<file path="config.mk">
export PLATFORM = sky130hd
export DESIGN_NAME = cgb_box_walker
export DESIGN_NICKNAME = d
export VERILOG_FILES = /design/src/cgb_pkg.sv /design/src/cgb_box_walker.sv
export SDC_FILE = /design/constraint.sdc
export NUM_CORES = 1
export LEC_CHECK = 0
export BUFFER_PORTS_ARGS = -buffer_cell sky130_fd_sc_hd__buf_4
export CAP_MARGIN = 40
export CORE_MARGIN = 2
export CORE_UTILIZATION = 55
export CTS_BUF_LIST = sky130_fd_sc_hd__clkbuf_4
export CTS_CLUSTER_SIZE = 28
export DETAILED_ROUTE_END_ITERATION = 8
export PLACE_DENSITY = 0.76
export RECOVER_POWER = 100
export SLEW_MARGIN = 20
export SYNTH_ARGS = -nofsm -noshare
export SYNTH_HDL_FRONTEND = slang
export SYNTH_SLANG_ARGS = --single-unit
</file>
<file path="constraint.sdc">
create_clock -name clk -period 12.7 [get_ports clk]
set_input_delay 1.27 -clock clk [delete_from_list [all_inputs] [get_ports clk]]
set_output_delay 1.27 -clock clk [all_outputs]
set_load 0.05 [all_outputs]
</file>
<file path="src/cgb_pkg.sv">
package cgb_pkg;

  localparam int GLYPH_WIDTH  = 5;
  localparam int GLYPH_HEIGHT = 7;
  localparam int FONT_FIRST   = 32;
  localparam int FONT_COUNT   = 95;
  localparam int FONT_QMARK   = 63;

  // Signed working width for box corners and sizes
  localparam int CW = 14;

  typedef logic signed [CW-1:0] coord_t;

  typedef struct packed {
    coord_t x;
    coord_t y;
    coord_t w;
    coord_t h;
  } box_t;

  typedef struct packed {
    logic busy;
    logic wr_en;
  } walk_stat_t;

  typedef enum logic [2:0] {
    FN_FILL   = 3'd0,
    FN_STROKE = 3'd1,
    FN_CUT    = 3'd2,
    FN_CHAR   = 3'd3,
    FN_READ   = 3'd4
  } func_t;

  typedef enum logic [2:0] {
    ST_IDLE,
    ST_BOX,
    ST_DRAIN,
    ST_READ,
    ST_RESP
  } state_t;

  typedef logic [GLYPH_WIDTH-1:0] glyph_row_t;

  localparam glyph_row_t FONT [FONT_COUNT][GLYPH_HEIGHT] = '{
    '{5'd0, 5'd0, 5'd0, 5'd0, 5'd0, 5'd0, 5'd0},
    '{5'd4, 5'd4, 5'd4, 5'd4, 5'd4, 5'd0, 5'd4},
    '{5'd10, 5'd10, 5'd20, 5'd0, 5'd0, 5'd0, 5'd0},
    '{5'd10, 5'd10, 5'd31, 5'd10, 5'd31, 5'd10, 5'd10},
    '{5'd4, 5'd15, 5'd20, 5'd14, 5'd5, 5'd30, 5'd4},
    '{5'd25, 5'd25, 5'd2, 5'd4, 5'd8, 5'd19, 5'd19},
    '{5'd12, 5'd18, 5'd20, 5'd8, 5'd21, 5'd18, 5'd13},
    '{5'd4, 5'd4, 5'd8, 5'd0, 5'd0, 5'd0, 5'd0},
    '{5'd2, 5'd4, 5'd8, 5'd8, 5'd8, 5'd4, 5'd2},
    '{5'd8, 5'd4, 5'd2, 5'd2, 5'd2, 5'd4, 5'd8},
    '{5'd0, 5'd21, 5'd14, 5'd31, 5'd14, 5'd21, 5'd0},
    '{5'd0, 5'd4, 5'd4, 5'd31, 5'd4, 5'd4, 5'd0},
    '{5'd0, 5'd0, 5'd0, 5'd0, 5'd6, 5'd6, 5'd4},
    '{5'd0, 5'd0, 5'd0, 5'd31, 5'd0, 5'd0, 5'd0},
    '{5'd0, 5'd0, 5'd0, 5'd0, 5'd0, 5'd6, 5'd6},
    '{5'd1, 5'd2, 5'd2, 5'd4, 5'd8, 5'd8, 5'd16},
    '{5'd14, 5'd17, 5'd19, 5'd21, 5'd25, 5'd17, 5'd14},
    '{5'd4, 5'd12, 5'd4, 5'd4, 5'd4, 5'd4, 5'd14},
    '{5'd14, 5'd17, 5'd1, 5'd2, 5'd4, 5'd8, 5'd31},
    '{5'd30, 5'd1, 5'd1, 5'd14, 5'd1, 5'd1, 5'd30},
    '{5'd2, 5'd6, 5'd10, 5'd18, 5'd31, 5'd2, 5'd2},
    '{5'd31, 5'd16, 5'd16, 5'd30, 5'd1, 5'd1, 5'd30},
    '{5'd14, 5'd16, 5'd16, 5'd30, 5'd17, 5'd17, 5'd14},
    '{5'd31, 5'd1, 5'd2, 5'd4, 5'd8, 5'd8, 5'd8},
    '{5'd14, 5'd17, 5'd17, 5'd14, 5'd17, 5'd17, 5'd14},
    '{5'd14, 5'd17, 5'd17, 5'd15, 5'd1, 5'd1, 5'd14},
    '{5'd0, 5'd6, 5'd6, 5'd0, 5'd6, 5'd6, 5'd0},
    '{5'd0, 5'd6, 5'd6, 5'd0, 5'd6, 5'd6, 5'd4},
    '{5'd2, 5'd4, 5'd8, 5'd16, 5'd8, 5'd4, 5'd2},
    '{5'd0, 5'd31, 5'd0, 5'd31, 5'd0, 5'd0, 5'd0},
    '{5'd8, 5'd4, 5'd2, 5'd1, 5'd2, 5'd4, 5'd8},
    '{5'd14, 5'd17, 5'd1, 5'd2, 5'd4, 5'd0, 5'd4},
    '{5'd14, 5'd17, 5'd23, 5'd21, 5'd23, 5'd16, 5'd14},
    '{5'd14, 5'd17, 5'd17, 5'd31, 5'd17, 5'd17, 5'd17},
    '{5'd30, 5'd17, 5'd17, 5'd30, 5'd17, 5'd17, 5'd30},
    '{5'd14, 5'd17, 5'd16, 5'd16, 5'd16, 5'd17, 5'd14},
    '{5'd30, 5'd17, 5'd17, 5'd17, 5'd17, 5'd17, 5'd30},
    '{5'd31, 5'd16, 5'd16, 5'd30, 5'd16, 5'd16, 5'd31},
    '{5'd31, 5'd16, 5'd16, 5'd30, 5'd16, 5'd16, 5'd16},
    '{5'd14, 5'd17, 5'd16, 5'd23, 5'd17, 5'd17, 5'd15},
    '{5'd17, 5'd17, 5'd17, 5'd31, 5'd17, 5'd17, 5'd17},
    '{5'd14, 5'd4, 5'd4, 5'd4, 5'd4, 5'd4, 5'd14},
    '{5'd7, 5'd2, 5'd2, 5'd2, 5'd18, 5'd18, 5'd12},
    '{5'd17, 5'd18, 5'd20, 5'd24, 5'd20, 5'd18, 5'd17},
    '{5'd16, 5'd16, 5'd16, 5'd16, 5'd16, 5'd16, 5'd31},
    '{5'd17, 5'd27, 5'd21, 5'd21, 5'd17, 5'd17, 5'd17},
    '{5'd17, 5'd25, 5'd21, 5'd19, 5'd17, 5'd17, 5'd17},
    '{5'd14, 5'd17, 5'd17, 5'd17, 5'd17, 5'd17, 5'd14},
    '{5'd30, 5'd17, 5'd17, 5'd30, 5'd16, 5'd16, 5'd16},
    '{5'd14, 5'd17, 5'd17, 5'd17, 5'd21, 5'd18, 5'd13},
    '{5'd30, 5'd17, 5'd17, 5'd30, 5'd20, 5'd18, 5'd17},
    '{5'd15, 5'd16, 5'd16, 5'd14, 5'd1, 5'd1, 5'd30},
    '{5'd31, 5'd4, 5'd4, 5'd4, 5'd4, 5'd4, 5'd4},
    '{5'd17, 5'd17, 5'd17, 5'd17, 5'd17, 5'd17, 5'd14},
    '{5'd17, 5'd17, 5'd17, 5'd17, 5'd17, 5'd10, 5'd4},
    '{5'd17, 5'd17, 5'd17, 5'd17, 5'd21, 5'd21, 5'd10},
    '{5'd17, 5'd17, 5'd10, 5'd4, 5'd10, 5'd17, 5'd17},
    '{5'd17, 5'd17, 5'd10, 5'd4, 5'd4, 5'd4, 5'd4},
    '{5'd31, 5'd1, 5'd2, 5'd4, 5'd8, 5'd16, 5'd31},
    '{5'd14, 5'd8, 5'd8, 5'd8, 5'd8, 5'd8, 5'd14},
    '{5'd16, 5'd8, 5'd8, 5'd4, 5'd2, 5'd2, 5'd1},
    '{5'd14, 5'd2, 5'd2, 5'd2, 5'd2, 5'd2, 5'd14},
    '{5'd4, 5'd10, 5'd17, 5'd0, 5'd0, 5'd0, 5'd0},
    '{5'd0, 5'd0, 5'd0, 5'd0, 5'd0, 5'd0, 5'd31},
    '{5'd8, 5'd4, 5'd0, 5'd0, 5'd0, 5'd0, 5'd0},
    '{5'd0, 5'd0, 5'd14, 5'd1, 5'd15, 5'd17, 5'd15},
    '{5'd16, 5'd16, 5'd30, 5'd17, 5'd17, 5'd17, 5'd30},
    '{5'd0, 5'd0, 5'd14, 5'd16, 5'd16, 5'd17, 5'd14},
    '{5'd1, 5'd1, 5'd15, 5'd17, 5'd17, 5'd17, 5'd15},
    '{5'd0, 5'd0, 5'd14, 5'd17, 5'd31, 5'd16, 5'd14},
    '{5'd6, 5'd9, 5'd8, 5'd28, 5'd8, 5'd8, 5'd8},
    '{5'd0, 5'd0, 5'd15, 5'd17, 5'd15, 5'd1, 5'd14},
    '{5'd16, 5'd16, 5'd30, 5'd17, 5'd17, 5'd17, 5'd17},
    '{5'd4, 5'd0, 5'd12, 5'd4, 5'd4, 5'd4, 5'd14},
    '{5'd2, 5'd0, 5'd6, 5'd2, 5'd2, 5'd18, 5'd12},
    '{5'd16, 5'd16, 5'd18, 5'd20, 5'd24, 5'd20, 5'd18},
    '{5'd12, 5'd4, 5'd4, 5'd4, 5'd4, 5'd4, 5'd14},
    '{5'd0, 5'd0, 5'd26, 5'd21, 5'd21, 5'd17, 5'd17},
    '{5'd0, 5'd0, 5'd30, 5'd17, 5'd17, 5'd17, 5'd17},
    '{5'd0, 5'd0, 5'd14, 5'd17, 5'd17, 5'd17, 5'd14},
    '{5'd0, 5'd0, 5'd30, 5'd17, 5'd30, 5'd16, 5'd16},
    '{5'd0, 5'd0, 5'd15, 5'd17, 5'd15, 5'd1, 5'd1},
    '{5'd0, 5'd0, 5'd22, 5'd25, 5'd16, 5'd16, 5'd16},
    '{5'd0, 5'd0, 5'd15, 5'd16, 5'd14, 5'd1, 5'd30},
    '{5'd8, 5'd8, 5'd28, 5'd8, 5'd8, 5'd9, 5'd6},
    '{5'd0, 5'd0, 5'd17, 5'd17, 5'd17, 5'd19, 5'd13},
    '{5'd0, 5'd0, 5'd17, 5'd17, 5'd17, 5'd10, 5'd4},
    '{5'd0, 5'd0, 5'd17, 5'd17, 5'd21, 5'd21, 5'd10},
    '{5'd0, 5'd0, 5'd17, 5'd10, 5'd4, 5'd10, 5'd17},
    '{5'd0, 5'd0, 5'd17, 5'd17, 5'd15, 5'd1, 5'd14},
    '{5'd0, 5'd0, 5'd31, 5'd2, 5'd4, 5'd8, 5'd31},
    '{5'd6, 5'd4, 5'd4, 5'd24, 5'd4, 5'd4, 5'd6},
    '{5'd4, 5'd4, 5'd4, 5'd4, 5'd4, 5'd4, 5'd4},
    '{5'd12, 5'd4, 5'd4, 5'd3, 5'd4, 5'd4, 5'd12},
    '{5'd0, 5'd0, 5'd9, 5'd22, 5'd0, 5'd0, 5'd0}
  };

  // Map a byte to its font slot; anything unprintable shows the question mark
  function automatic logic [6:0] glyph_index(input logic [7:0] code);
    logic [7:0] idx;
    begin
      if (code >= 8'(FONT_FIRST) && code < 8'(FONT_FIRST + FONT_COUNT)) begin
        idx = code - 8'(FONT_FIRST);
      end else begin
        idx = 8'(FONT_QMARK - FONT_FIRST);
      end
      glyph_index = idx[6:0];
    end
  endfunction

  function automatic glyph_row_t font_row(input logic [6:0] idx, input logic [2:0] row);
    glyph_row_t r;
    begin
      r = '0;
      if (idx < 7'(FONT_COUNT) && row < 3'(GLYPH_HEIGHT)) begin
        r = FONT[idx][row];
      end
      font_row = r;
    end
  endfunction

endpackage

</file>
<file path="src/cgb_box_walker.sv">
module cgb_box_walker #(
  parameter int SCREEN_WIDTH  = 256,
  parameter int SCREEN_HEIGHT = 240,
  parameter int AW            = 16
) (
  input  logic              clk,
  input  logic              rst,
  input  logic              start,
  input  cgb_pkg::box_t     box,
  output cgb_pkg::walk_stat_t stat,
  output logic [AW-1:0]     wr_addr
);

  localparam int XW = (SCREEN_WIDTH > 1) ? $clog2(SCREEN_WIDTH) : 1;
  localparam int YW = (SCREEN_HEIGHT > 1) ? $clog2(SCREEN_HEIGHT) : 1;

  cgb_pkg::coord_t x_end, y_end, clip_l, clip_r, clip_t, clip_b, last_c_w, last_r_w;
  logic            empty;

  logic [XW-1:0] left, col, last_c;
  logic [YW-1:0] row, last_r;
  logic          busy;

  // Clip the box to the screen
  always_comb begin
    x_end    = box.x + box.w;
    y_end    = box.y + box.h;
    clip_l   = (box.x < 0) ? '0 : box.x;
    clip_t   = (box.y < 0) ? '0 : box.y;
    clip_r   = (x_end > cgb_pkg::coord_t'(SCREEN_WIDTH)) ?
               cgb_pkg::coord_t'(SCREEN_WIDTH) : x_end;
    clip_b   = (y_end > cgb_pkg::coord_t'(SCREEN_HEIGHT)) ?
               cgb_pkg::coord_t'(SCREEN_HEIGHT) : y_end;
    last_c_w = clip_r - cgb_pkg::coord_t'(1);
    last_r_w = clip_b - cgb_pkg::coord_t'(1);
    empty    = (clip_r <= clip_l) || (clip_b <= clip_t);
  end

  always_ff @(posedge clk) begin
    if (rst) begin
      busy <= 1'b0;
    end else if (start) begin
      busy <= !empty;
    end else if (busy && col == last_c && row == last_r) begin
      busy <= 1'b0;
    end
  end

  // Raster scan, one pixel per cycle
  always_ff @(posedge clk) begin
    if (start) begin
      left   <= clip_l[XW-1:0];
      col    <= clip_l[XW-1:0];
      row    <= clip_t[YW-1:0];
      last_c <= last_c_w[XW-1:0];
      last_r <= last_r_w[YW-1:0];
    end else if (busy) begin
      if (col == last_c) begin
        col <= left;
        row <= row + YW'(1);
      end else begin
        col <= col + XW'(1);
      end
    end
  end

  assign wr_addr    = AW'(int'(row) * SCREEN_WIDTH + int'(col));
  assign stat.busy  = busy;
  assign stat.wr_en = busy;

endmodule
</file>
## Word-level counts from Yosys, hierarchy flattened

Cells that the tools add are included.

| word-level totals | value |
|---|---|
| register bits after elaboration | 41 |
| logic and storage cells | 41 |
| output and inout port bits | 18 |
| input port bits | 59 |

| cells by class | value |
|---|---|
| $lt $le $gt $ge | 6 |
| multiplexer cells | 12 |
| add/sub/neg operators | 7 |
| reductions and logical operators | 8 |
| equal/unequal tests | 2 |

Operator list:

| kind | count |
|---|---|
| two-way mux 14 bit | 4 |
| two-way mux 8 bit | 6 |
| adder 14 bit | 2 |
| less-or-equal comparator 14 bit | 2 |
| < comparator 14 x 1 -> 1 bit (second input constant) | 2 |
| adder 16 x 8 -> 16 bit | 1 |
| adder 8 x 1 -> 8 bit (second input constant) | 2 |
| == test 8 bit | 2 |
| subtractor 8 x 2 -> 8 bit (second input constant) | 2 |
| greater-than comparator 14 x 10 -> 1 bit (second input constant) | 1 |
| greater-than comparator 14 x 9 -> 1 bit (second input constant) | 1 |
| nonzero test 2 bit | 3 |
| logical AND 1 bit | 2 |
| two-way mux 1 bit | 2 |
| AND reduction 2 bit | 1 |
| logical NOT 1 bit | 1 |
| logical OR 1 bit | 1 |

## Depth between registers and ports, before layout

| depth | value |
|---|---|
| depth after elaboration | 7 |
| gate-level depth with buffers | 21 |
| mapped depth without buffers | 19 |

## Least setup slack after synthesis

Ideal clock, no wire load.

| timing | value |
|---|---|
| kind | input to register |
| start | input box[14] (netlist name) |
| end | register busy |
| buffers on the path | 0 |
| library setup time | 0.116 ns |
| arrival | 5.039 ns |
| required time | 12.584 ns |
| stages on the path | 18 |
| slack | 7.544 ns |
| path through | ha_1 fa_1 a211oi_2 o21ai_1 o2111a_1 or3_1 a221oi_2 o21ai_2 o21ai_2 nor2b_1 ha_1 a21o_1 a21o_1 a211oi_1 o21ai_0 a2111oi_0 nor4_1 a41o_1 |

| on the way | value |
|---|---|
| longest elaborated chain between the ends | 7 |

Ends and longest elaborated chain:

| element | RTL line | text |
|---|---|---|
| start: declaration | cgb_box_walker.sv:9 | `input cgb_pkg::box_t box,` |
| adder 14 bit * | cgb_box_walker.sv:26 | `x_end = box.x + box.w;` |
| greater-than comparator 14 x 10 -> 1 bit | cgb_box_walker.sv:30 | `clip_r = (x_end > cgb_pkg::coord_t'(SCREEN_WIDTH)) ?` |
| two-way mux 14 bit * | cgb_box_walker.sv:30 |  |
| less-or-equal comparator 14 bit * | cgb_box_walker.sv:36 | `empty = (clip_r <= clip_l) \|\| (clip_b <= clip_t);` |
| logical OR 1 bit * | cgb_box_walker.sv:36 |  |
| logical NOT 1 bit * | cgb_box_walker.sv:43 | `busy <= !empty;` |
| two-way mux 1 bit * | cgb_box_walker.sv:42 | `end else if (start) begin` |
| end signal: assignment | cgb_box_walker.sv:43 |  |
| end: declaration | cgb_box_walker.sv:22 | `logic busy;` |

Mark *: on every way between the ends. The rest lies on a longest branch, timed or not.
A chain may end at the register's enable or synchronous reset.

## Final worst setup path

Same ends and word-level chain as after synthesis.

==> results.ini <==
[run_status]
status=finished with violations
violations=capacitance limit, slew limit

[sta]
fin_worst_skew_ps=9.404
holdWs_ps=632.7
setup-violations-final=0
fin_setup_tns_ps=0
slew_violations=59
post-route-period-util_pct=48.63
worstMarginPinSlew_ps=2508
hold_viol=0
grt_setup_unrepaired=no
final.min_clock_period_ps=6175
relSlewSlack_pct=-67.18
fmax_mhz=161.9

[routing]
ant_nets=0
via_count=4116
drc=0
wl_mm=10.70
drt_pass1_iterations=4
via_per_inst=5.855
first_iter_violations=241
wl_per_cell_um=15.22

[clocking]
hold_buffers=0
cts_root_buffer=clkbuf_4
cts_buffers=5
insertion_delay_ps=350
cts_tree=yes
postCtsSetupRepairBufs=0
clockBufferDepth=2
cts-resized-gates=0
htree_levels=2
clk_pin_slew_worst_paths_ps=130
cts.sinks=41

[synthesis]
ys_ff_latch=41
synth_commonest_cells=ha_1, nand2_1, edfxtp_1
synth.avg_cell_area_um2=8.824
ys_seq_area_share_pct=26.06
synth_most_common_cell=ha_1
yosysTopAreaCell=edfxtp_1
synth-simple-area-share_pct=22.67
synthXorXnorAreaFrac_pct=9.453
synth_mux_area_share_pct=0.9079
synth_edf_count=40
synthAdderAreaFrac_pct=15.81
synth_top_family_by_area=simple AND/OR/NAND/NOR gates
synthTopCellsByArea=edfxtp_1, ha_1, xor2_1
ys_warn_count=0
async_flop_share_pct=0
synth-compound-area-share_pct=21.55
synth_ff_type=edfxtp_1
yosysUniqueCellTypes=74
synthCells=531
synth_top_area_share_pct=25.63
syn-num-nets=648
netlist_area_um2=4686

[die]
start_util_pct=56.74
coreArea_um2=8258
die_w_um=96.30
die_area_um2=9274
std_cell_rows=33
top_level_ports=77
die_height_um=96.30

[global_route]
grt_overflow_total=0
grt_max_degree=59
grt_usage_pct=24.11
grt_pass1_wl_mm=17.87
grt_antenna_before_repair=0
grt_pass1_vias=3798

[layout]
drive_above_1_share_pct=13.88
syn2layout_area_growth_pct=12.92
antennaDiodeCount=0
nNetsFinal=714

[setup_path]
start_kind=input port
critPathKind=input port to flip-flop
cp.arrival_ps=6420
worstPathMaxFanout=12
end_kind=flip-flop
required_ps=12950

[power]
vdd_drop_max_mv=0.06476
power.density_nw_per_um2=105.4
finalPower_uw=557.9
p_leak_nw=2.273

[place]
io_buffers=76
gp_congestion=0.9212
hpwl_mm=8.774

[worst_hold_path]
hold_class=flip-flop to flip-flop

[run]
cap_violations=1

logic make-up (layout without fill, tap and decap cells):
group | count (synthesis) | after routing
and+or+nand+nor | 205 | 205
AOI/OAI and AO/OA | 139 | 139
adders and majority gates | 58 | 58
xor gates and xnor gates | 48 | 48
DFF | 41 | 41
buffers and inverters | 36 | 103
muxes | 4 | 4
per-stage QoR:
stage          std cells  utilization [%]  cell area [um^2]  setup slack (ps)
4_1_cts              703            65.38              5399              7224
3_5_place_dp         695            64.09              5293              6879
3_3_place_gp         695            64.09              5293              7009
6_report             703            64.08              5291              6525
5_1_grt              703            64.08              5291              5862
2_1_floorplan        531                -              4686              7544
cell type report:
class,instances,area [um^2]
multi-input cells,454,3266
clock inverters,3,68.82
flip-flops and latches,41,1221
repair buffers,76,495.5
inverters,19,71.32
fillers,748,2967
well taps,105,131.4
clock buffers,5,37.54
sequential cells by signal, summed over array words and instances, names as in the netlist:
name    count
col         8
last_c      8
last_r      8
left        8
row         8
busy        1
cells in the final DEF, fill, tap and decap left out, types with 3 or more instances in the layout:
cell type	n
a21oi_1	27
and3_1	8
buf_4	54
nor3_1	11
o21ai_1	3
nand3_1	19
edfxtp_1	40
o211ai_1	5
nor2b_1	9
nand2_1	46
nor4_1	5
inv_1	19
o21ai_0	32
xnor2_1	20
ha_1	56
o21a_1	6
and2_1	9
nand4_1	10
a21oi_2	3
clkbuf_1	20
a2111oi_0	3
nor2_1	39
xor2_1	25
a211oi_1	8
nor3b_1	3
clkbuf_4	7
nand2b_1	28
a31oi_1	3
a21o_1	16
or3_1	8
metal layers:
metal	track usage, %	routed length [um]
met1	35.07	5282
met2	39.58	4977
met3	1.801	355
met4	4.460	83
met5	0	0
final timing paths:
| path | startpoint | to | slack (ps) | cells after the start |
|---|---|---|---|---|
| min reg2reg | left[2] | col[2] | 630 | 2 |
| max | box[14] | busy | 6520 | 19 |
| min | left[2] | col[2] | 630 | 2 |
| max reg2reg | col[2] | busy | 10340 | 5 |
worst max-delay path, cell delays in order:
cell and delay, ps:
clkbuf_4 110, ha_1 220, fa_1 430, a211oi_1 390, nor2_1 140, xnor2_1 310
o2111ai_1 240, a211oi_1 300, o22ai_1 230, o21ai_0 850, nor2b_1 250, ha_1 260
a21o_1 160, a21o_1 170, a211oi_1 240, o21ai_0 110, a2111oi_0 430, nor4_1 90
a41o_1 240
where the power goes:
group | leakage (nW) | switching, mW | internal, mW
Sequential | 0.403 | 0.0132 | 0.173
Combinational | 1.81 | 0.154 | 0.111
Clock | 0.0558 | 0.0447 | 0.0619
Note: power is estimated with default switching activity, not from simulation.
